File: config.mk
export PLATFORM = sky130hd
export DESIGN_NAME = coverage_mask_over_blend
export DESIGN_NICKNAME = d
export VERILOG_FILES = /design/src/sv/cmob_pkg.sv /design/src/sv/coverage_mask_over_blend.sv
export VERILOG_INCLUDE_DIRS = /design/src /design/src/sv
export SDC_FILE = /design/constraint.sdc
export NUM_CORES = 2
export LEC_CHECK = 0
export BUFFER_PORTS_ARGS = -buffer_cell sky130_fd_sc_hd__buf_2
export CELL_PAD_IN_SITES_DETAIL_PLACEMENT = 2
export CELL_PAD_IN_SITES_GLOBAL_PLACEMENT = 2
export CORE_MARGIN = 2
export CORE_UTILIZATION = 46
export CTS_CLUSTER_SIZE = 28
export DETAILED_ROUTE_END_ITERATION = 12
export GPL_ROUTABILITY_DRIVEN = 0
export GPL_TIMING_DRIVEN = 0
export HOLD_SLACK_MARGIN = 0.06
export PLACE_DENSITY = 0.93
export SLEW_MARGIN = 5
export SYNTH_ARGS = -nofsm -noshare
export SYNTH_HDL_FRONTEND = slang
export SYNTH_SLANG_ARGS = --single-unit
export TNS_END_PERCENT = 10
File: constraint.sdc
create_clock -name clk -period 10.3 [get_ports clk]
set_input_delay 1.545 -clock clk [delete_from_list [all_inputs] [get_ports clk]]
set_output_delay 1.545 -clock clk [all_outputs]
set_load 0.02 [all_outputs]
File: src/sv/coverage_mask_over_blend_assert.svh
// assertion macros for the coverage mask over blend block
`ifndef COVERAGE_MASK_OVER_BLEND_ASSERT_SVH
`define COVERAGE_MASK_OVER_BLEND_ASSERT_SVH

// clocked check, quiet while reset is asserted
`define CMOB_ASSERT(lbl, prop, msg) \
	lbl: assert property (@(posedge clk) disable iff (!arst_n) prop) else $error(msg);

// clocked check that also holds during reset
`define CMOB_ASSERT_ALWAYS(lbl, prop, msg) \
	lbl: assert property (@(posedge clk) prop) else $error(msg);

`endif

File: src/sv/cmob_pkg.sv
`default_nettype none

package cmob_pkg;

	// largest usable image dimension, larger register values saturate here
	localparam logic [12:0] MAX_DIM = 13'd4096;

	// register indexes on the configuration port
	typedef enum logic [2:0] {
		REG_IMAGE_WIDTH  = 3'd0,
		REG_IMAGE_HEIGHT = 3'd1,
		REG_ORIGIN_X     = 3'd2,
		REG_ORIGIN_Y     = 3'd3,
		REG_COLOR_RED    = 3'd4,
		REG_COLOR_GREEN  = 3'd5,
		REG_COLOR_BLUE   = 3'd6,
		REG_COLOR_ALPHA  = 3'd7
	} reg_index_t;

	// one coverage sample with the destination pixel under it
	typedef struct packed {
		logic [11:0] src_col;
		logic [11:0] src_row;
		logic [7:0]  coverage;
		logic [7:0]  dst_red;
		logic [7:0]  dst_green;
		logic [7:0]  dst_blue;
		logic [7:0]  dst_alpha;
		logic        last_sample;
	} sample_t;

	// one blended destination pixel
	typedef struct packed {
		logic        write_enable;
		logic [23:0] pixel_index;
		logic [7:0]  out_red;
		logic [7:0]  out_green;
		logic [7:0]  out_blue;
		logic [7:0]  out_alpha;
		logic        last_out;
	} pixel_t;

	// floor(x / 255), exact for every x up to 255 * 255
	function automatic logic [7:0] div255(input logic [15:0] x);
		logic [15:0] t;
		t = x + {8'd0, x[15:8]} + 16'd1;
		return t[15:8];
	endfunction

endpackage

`default_nettype wire

File: src/sv/coverage_mask_over_blend.sv
// Coverage mask over blend: each request carries one glyph coverage byte, its position in the
// glyph and the destination RGBA pixel under it; the block places it at origin plus position,
// clips to the image, scales the text alpha by the coverage and composites the text color
// over the destination, all channels 8 bit with truncating division by 255. Pixels outside
// the image come back with write_enable low, index zero and the destination unchanged.
// The datapath is a four stage pipeline (position and alpha product, scaled alpha and row
// multiply, channel products, division by 255), and one sample is taken every clock while the
// output is drained. A stall on the pixel side holds every occupied stage that has no empty
// stage ahead of it; no request is lost or repeated.
// Configuration registers sit on the APB port at byte address 4 times their index.
`default_nettype none

module coverage_mask_over_blend import cmob_pkg::*; (
	input  wire logic        clk,
	input  wire logic        arst_n,
	// configuration port
	input  wire logic        psel,
	input  wire logic        penable,
	input  wire logic        pwrite,
	input  wire logic [4:0]  paddr,
	input  wire logic [31:0] pwdata,
	output logic      [31:0] prdata,
	output logic             pready,
	// sample channel
	input  wire logic        sample_valid,
	output logic             sample_ready,
	input  wire sample_t     sample,
	// pixel channel
	output logic             pixel_valid,
	input  wire logic        pixel_ready,
	output pixel_t           pixel
);

	// configuration registers
	logic [12:0] image_width_q;
	logic [12:0] image_height_q;
	logic [12:0] origin_x_q;
	logic [12:0] origin_y_q;
	logic [7:0]  color_red_q;
	logic [7:0]  color_green_q;
	logic [7:0]  color_blue_q;
	logic [7:0]  color_alpha_q;

	reg_index_t  reg_sel;
	logic        cfg_write;

	assign pready    = 1'b1;
	assign reg_sel   = reg_index_t'(paddr[4:2]);
	assign cfg_write = psel && penable && pwrite;

	always_ff @(posedge clk or negedge arst_n) begin
		if (!arst_n) begin
			image_width_q  <= 13'd1024;
			image_height_q <= 13'd1024;
			origin_x_q     <= 13'd0;
			origin_y_q     <= 13'd0;
			color_red_q    <= 8'd0;
			color_green_q  <= 8'd0;
			color_blue_q   <= 8'd0;
			color_alpha_q  <= 8'd255;
		end else if (cfg_write) begin
			case (reg_sel)
				REG_IMAGE_WIDTH:  image_width_q  <= pwdata[12:0];
				REG_IMAGE_HEIGHT: image_height_q <= pwdata[12:0];
				REG_ORIGIN_X:     origin_x_q     <= pwdata[12:0];
				REG_ORIGIN_Y:     origin_y_q     <= pwdata[12:0];
				REG_COLOR_RED:    color_red_q    <= pwdata[7:0];
				REG_COLOR_GREEN:  color_green_q  <= pwdata[7:0];
				REG_COLOR_BLUE:   color_blue_q   <= pwdata[7:0];
				REG_COLOR_ALPHA:  color_alpha_q  <= pwdata[7:0];
				default: ;
			endcase
		end
	end

	// register readback
	always_comb begin
		case (reg_sel)
			REG_IMAGE_WIDTH:  prdata = {19'd0, image_width_q};
			REG_IMAGE_HEIGHT: prdata = {19'd0, image_height_q};
			REG_ORIGIN_X:     prdata = {19'd0, origin_x_q};
			REG_ORIGIN_Y:     prdata = {19'd0, origin_y_q};
			REG_COLOR_RED:    prdata = {24'd0, color_red_q};
			REG_COLOR_GREEN:  prdata = {24'd0, color_green_q};
			REG_COLOR_BLUE:   prdata = {24'd0, color_blue_q};
			REG_COLOR_ALPHA:  prdata = {24'd0, color_alpha_q};
			default:          prdata = 32'd0;
		endcase
	end

	// saturated image size
	logic [12:0] width_eff;
	logic [12:0] height_eff;

	assign width_eff  = (image_width_q  > MAX_DIM) ? MAX_DIM : image_width_q;
	assign height_eff = (image_height_q > MAX_DIM) ? MAX_DIM : image_height_q;

	// stage handshake, a stage moves when the next one can take its contents
	logic v_s1, v_s2, v_s3, v_s4;
	logic en_s1, en_s2, en_s3, en_s4;

	assign en_s4        = !v_s4 || pixel_ready;
	assign en_s3        = !v_s3 || en_s4;
	assign en_s2        = !v_s2 || en_s3;
	assign en_s1        = !v_s1 || en_s2;
	assign sample_ready = en_s1;

	always_ff @(posedge clk or negedge arst_n) begin
		if (!arst_n) begin
			v_s1 <= 1'b0;
			v_s2 <= 1'b0;
			v_s3 <= 1'b0;
			v_s4 <= 1'b0;
		end else begin
			if (en_s1) v_s1 <= sample_valid;
			if (en_s2) v_s2 <= v_s1;
			if (en_s3) v_s3 <= v_s2;
			if (en_s4) v_s4 <= v_s3;
		end
	end

	// stage 1: destination position, clip test and alpha times coverage
	logic signed [13:0] dx;
	logic signed [13:0] dy;
	logic               in_image;

	assign dx = $signed({origin_x_q[12], origin_x_q}) + $signed({2'b00, sample.src_col});
	assign dy = $signed({origin_y_q[12], origin_y_q}) + $signed({2'b00, sample.src_row});
	assign in_image = !dx[13] && (dx[12:0] < width_eff) && !dy[13] && (dy[12:0] < height_eff);

	logic        inside_s1;
	logic [11:0] dx_s1;
	logic [11:0] dy_s1;
	logic [15:0] prod_s1;
	logic [7:0]  dr_s1, dg_s1, db_s1, da_s1;
	logic        last_s1;

	always_ff @(posedge clk) begin
		if (en_s1) begin
			inside_s1 <= in_image;
			dx_s1     <= dx[11:0];
			dy_s1     <= dy[11:0];
			prod_s1   <= color_alpha_q * sample.coverage;
			dr_s1     <= sample.dst_red;
			dg_s1     <= sample.dst_green;
			db_s1     <= sample.dst_blue;
			da_s1     <= sample.dst_alpha;
			last_s1   <= sample.last_sample;
		end
	end

	// stage 2: scaled source alpha and pixel index
	logic [24:0] row_base;

	assign row_base = dy_s1 * width_eff;

	logic        inside_s2;
	logic [7:0]  sa_s2;
	logic [23:0] idx_s2;
	logic [7:0]  dr_s2, dg_s2, db_s2, da_s2;
	logic        last_s2;

	always_ff @(posedge clk) begin
		if (en_s2) begin
			inside_s2 <= inside_s1;
			sa_s2     <= div255(prod_s1);
			idx_s2    <= row_base[23:0] + {12'd0, dx_s1};
			dr_s2     <= dr_s1;
			dg_s2     <= dg_s1;
			db_s2     <= db_s1;
			da_s2     <= da_s1;
			last_s2   <= last_s1;
		end
	end

	// stage 3: source and destination products per channel
	logic [7:0] inv;

	assign inv = 8'd255 - sa_s2;

	logic        inside_s3;
	logic [23:0] idx_s3;
	logic [15:0] mr_s3, mg_s3, mb_s3, ma_s3;
	logic [7:0]  dr_s3, dg_s3, db_s3, da_s3;
	logic        last_s3;

	always_ff @(posedge clk) begin
		if (en_s3) begin
			inside_s3 <= inside_s2;
			idx_s3    <= idx_s2;
			mr_s3     <= color_red_q   * sa_s2 + dr_s2 * inv;
			mg_s3     <= color_green_q * sa_s2 + dg_s2 * inv;
			mb_s3     <= color_blue_q  * sa_s2 + db_s2 * inv;
			ma_s3     <= 8'd255        * sa_s2 + da_s2 * inv;
			dr_s3     <= dr_s2;
			dg_s3     <= dg_s2;
			db_s3     <= db_s2;
			da_s3     <= da_s2;
			last_s3   <= last_s2;
		end
	end

	// stage 4: division by 255 and suppression of clipped pixels
	pixel_t pixel_s4;

	always_ff @(posedge clk) begin
		if (en_s4) begin
			pixel_s4.write_enable <= inside_s3;
			pixel_s4.pixel_index  <= inside_s3 ? idx_s3 : 24'd0;
			pixel_s4.out_red      <= inside_s3 ? div255(mr_s3) : dr_s3;
			pixel_s4.out_green    <= inside_s3 ? div255(mg_s3) : dg_s3;
			pixel_s4.out_blue     <= inside_s3 ? div255(mb_s3) : db_s3;
			pixel_s4.out_alpha    <= inside_s3 ? div255(ma_s3) : da_s3;
			pixel_s4.last_out     <= last_s3;
		end
	end

	assign pixel_valid = v_s4;
	assign pixel       = pixel_s4;

	// checks
	`include "coverage_mask_over_blend_assert.svh"

	`CMOB_ASSERT(a_clip_zero_index, (pixel_valid && !pixel.write_enable) |-> (pixel.pixel_index == 24'd0), "clipped pixel carries a nonzero index")
	`CMOB_ASSERT(a_accept_fills_s1, (sample_valid && sample_ready) |=> v_s1, "accepted sample did not enter the first stage")
	`CMOB_ASSERT(a_full_stall, (v_s1 && v_s2 && v_s3 && v_s4 && !pixel_ready) |-> !sample_ready, "sample taken while the pipeline is full and stalled")
	`CMOB_ASSERT_ALWAYS(a_reset_empty, !arst_n |-> !pixel_valid, "pixel valid during reset")

endmodule

`default_nettype wire
==> summary.md <==
| Metric | Value |
|---|---|
| Outcome | finished, final reports clean |
| Final min period | ~9 ns |
| Worst-path fanout max | 10 |
| Total gr overflow | 0 |
| Pins over their slew limit | 0 |
| DR WL met3 | ~20 mm |
| Primary FF master, synth | edfxtp_1 |
| Crit end category | flop |
| Port Buffer Count | 160 |
| Share of layout cells above drive strength 1 | 0.09708 |
| Clock Latency Late Sink | ~0.67 ns |
| Synth Area in XOR/XNOR | 0.02931 |
| All-Layer GR Usage | 0.4543 |
| Clk_skew | approximately 0.052 ns |
| Flop2flop setup slack | around 1.4 ns |
| Metal-1 WL | around 67 mm |
| Syn_area_per_cell | 10.58 um^2 |
| Worst Tran Pin Value | between 1 and 1.5 ns |
| Reg clk slew, reported paths | 0.07 ns |
| Pin count of the biggest net entering global routing | between 60 and 70 |
| # IOs | between 200 and 250 |
| Initial DRC count | 3403 |
| Initial antenna violation count | 26 |
| Adder-Cell Fraction of Synth Area | 0.3874 |
| Fmax achieved | around 110 MHz |
| Post-CTS Repair Setup Buffers | 0 |
| Core area | 0.08974 mm^2 |
| CTS resizes | 0 |
| Num rows | 110 |
| Tcrit/Tclk final | 0.8620 |
| MaxCap Viol Count | 0 |
| Mux share of post-synthesis cell area | 0.02696 |
| Register area share after synthesis | 0.2846 |
| Die H | 304.5 um |
| Slew margin rel. | 0.09265 |
| Netlist cell types | 81 |
| Total vias in the final route | 34925 |
| Vias in the first global route | ~41000 |
| Async S/R FF share, synth | 0.2157 |
| Fin nets | 5248 |
| Cell area after synthesis | 0.04154 mm^2 |
| Cts hold-fix bufs | 0 |
| Main combinational cell family by area after synthesis | adder cells |
| First-pass GRT wire length | about 300 mm |
| Drt wl/cell | 38.82 um |
| CTS buffer count | 49 |
| Final Setup Violations | 0 |
| Final Hold Fails | 0 |
| WL met2 | between 90 and 100 mm |
| Routed WL | roughly 210 mm |
| Synth Instances | just under 4000 |
| Remaining antenna violation count | 0 |
| Hpwl dp | around 140 mm |
| Arr. time, crit path | just over 9 ns |
| Syn. warnings | 0 |
| Yosys reg bits | between 400 and 500 |
| CTS tree | yes |
| Simple-Gate Fraction of Synth Area | 0.1329 |
| Drt first pass iters | 7 |
| # DRC | 0 |
| Synth-to-layout area growth | 10.33% |
| WP data required | roughly 11 ns |
| RSZ-0062 raised after global routing | false |
| Synth Area in Compound Gates | 0.05738 |
| CP Launch Type | flop |
| Initial cell density of the core | 0.4629 |
| Critical path class | flop to flop |
| Setup TNS | 0 ns |
| CTS Sinks | about 400 |
| Die area | roughly 0.093 mm^2 |
| Root Driver | clkbuf_16 |
| H-tree depth | 2 |
| Fillers | around 9100 |
| EDFF count, synth | between 300 and 400 |
| Max Buffers Root-to-Sink | 3 |
| Die width | 304.5 um |
| Worst min-delay path category | flop to flop |
| Top Layer Used | met5 |
| Post-DR vias/cell | roughly 6.5 |
[cells by family after synthesis]
kind of cell    after synthesis
simple gates               1076
fa+ha+maj                   967
buf+inv                     876
flops                       408
compound gates              365
xor+xnor                    139
mux                          94
other cells                   2
[metrics by stage]
step                      hold slack [ns]  worst slack (ns)  std cells  area [um^2]    util
after global routing               0.4321             1.470       5391        45810  0.5105
after floorplan                    0.4003             4.522       3949        41620       -
final                              0.4221             1.421       5400        45830  0.5108
after global placement             0.4011             2.065       5285        43900  0.4892
after CTS                          0.4191             1.837       5388        45790  0.5103
after detailed placement           0.4056             2.324       5296        44140  0.4919
[worst paths after layout]
| check | start | endpoint | cells past startpoint |
|---|---|---|---|
| worst max register to register | sa_s2[4] | ma_s3[13] | 20 |
| worst max-delay path | sa_s2[4] | ma_s3[13] | 20 |
| worst min-delay path | idx_s2[1] | idx_s3[1] | 0 |
| min in group asynchronous | arst_n | origin_y_q[11] | 1 |
| worst min register to register | idx_s2[1] | idx_s3[1] | 0 |
| max in group asynchronous | arst_n | color_blue_q[5] | 2 |
[routing by layer]
layer / GRT usage / up-vias
met1: 0.4563 / 17773
met5: 0.0005168 / -
met4: 0.4344 / 20
met3: 0.1482 / 1391
li1: - / 13068
met2: 0.7416 / 2673
[flip-flops by register name (all words and copies together), names as in the netlist, 16 cells and up]
signal and flops:
pixel 58, mg_s3 16, idx_s2 24, mb_s3 16
idx_s3 24, prod_s1 16, mr_s3 16, ma_s3 16
[cell usage in the layout, fill, tap and decap left out, drive strengths merged, types with 15 or more instances in the layout]
cell type,netlist,layout
a211oi,20,20
a21o,26,26
a21oi,119,119
a31oi,18,18
and2,224,224
buf,37,209
clkbuf,114,176
clkinv,1,23
conb,2,24
dfrtp,78,78
edfxtp,320,320
fa,532,532
ha,435,435
inv,724,726
mux2,83,83
nand2,339,339
nand2b,45,45
nand3,45,45
nand4,26,26
nor2,126,126
nor2b,194,194
nor3,32,32
o211ai,24,24
o21ai,76,76
or3,15,15
xnor2,104,104
xor2,35,35
[synth_stat cells (all sizes together) (6+ instances only)]
cell     count  area (um^2)
fa         532        10650
inv        724         2718
a31o         7        61.31
nand2      339         1272
clkbuf     114        427.9
xnor2      104        910.9
dfrtp       78         1952
mux4         6        135.1
nor2b      194         1214
or3         15        95.09
nor3        32        180.2
buf         37        226.5
nor2       126        475.5
edfxtp     320         9609
nand3       45        225.2
nand4       26        162.7
mux2        83        934.7
a21oi      119        595.6
o21a        14        107.6
nand2b      45        281.5
o21ai       76        384.1
a21o        26        195.2
and2       224         1401
and3        14        87.58
xor2        35        306.5
or2          6        37.54
a31oi       18        118.9
a211oi      20        160.2
dfstp       10        262.8
o2111ai      6        65.06
ha         435         5443
o211ai      24        180.2
[worst max-delay path, stage by stage (launching register included)]
cell and delay, ns:
edfxtp_1 0.70, clkbuf_1 0.47, clkbuf_1 0.63, inv_1 0.47, nand2_1 0.22, fa_1 0.56, fa_1 0.71, inv_1 0.13
fa_1 0.56, inv_1 0.10, fa_1 0.45, fa_1 0.56, fa_1 0.45, inv_1 0.09, ha_1 0.31, a21oi_1 0.40
nand2_1 0.21, o311ai_0 0.80, nand2b_1 0.23, a21oi_1 0.39, xnor2_1 0.15
[cell type report]
cell class,count,area (um^2),share of cell area
diodes,11,27.53,0.0006006
plain buffers,151,655.6,0.01430
clock buffers,62,1349,0.02943
clock inverters,30,307.8,0.006715
inverters,725,2724,0.05943
multi-input cells,2665,26440,0.5770
flip-flops and latches,408,11820,0.2580
well taps,1176,1471,0.03210
repair buffers,172,1031,0.02249
Power is left out: the tool's default activity adds up to more than one toggle a clock period on the data nets, which glitch-free logic cannot reach.
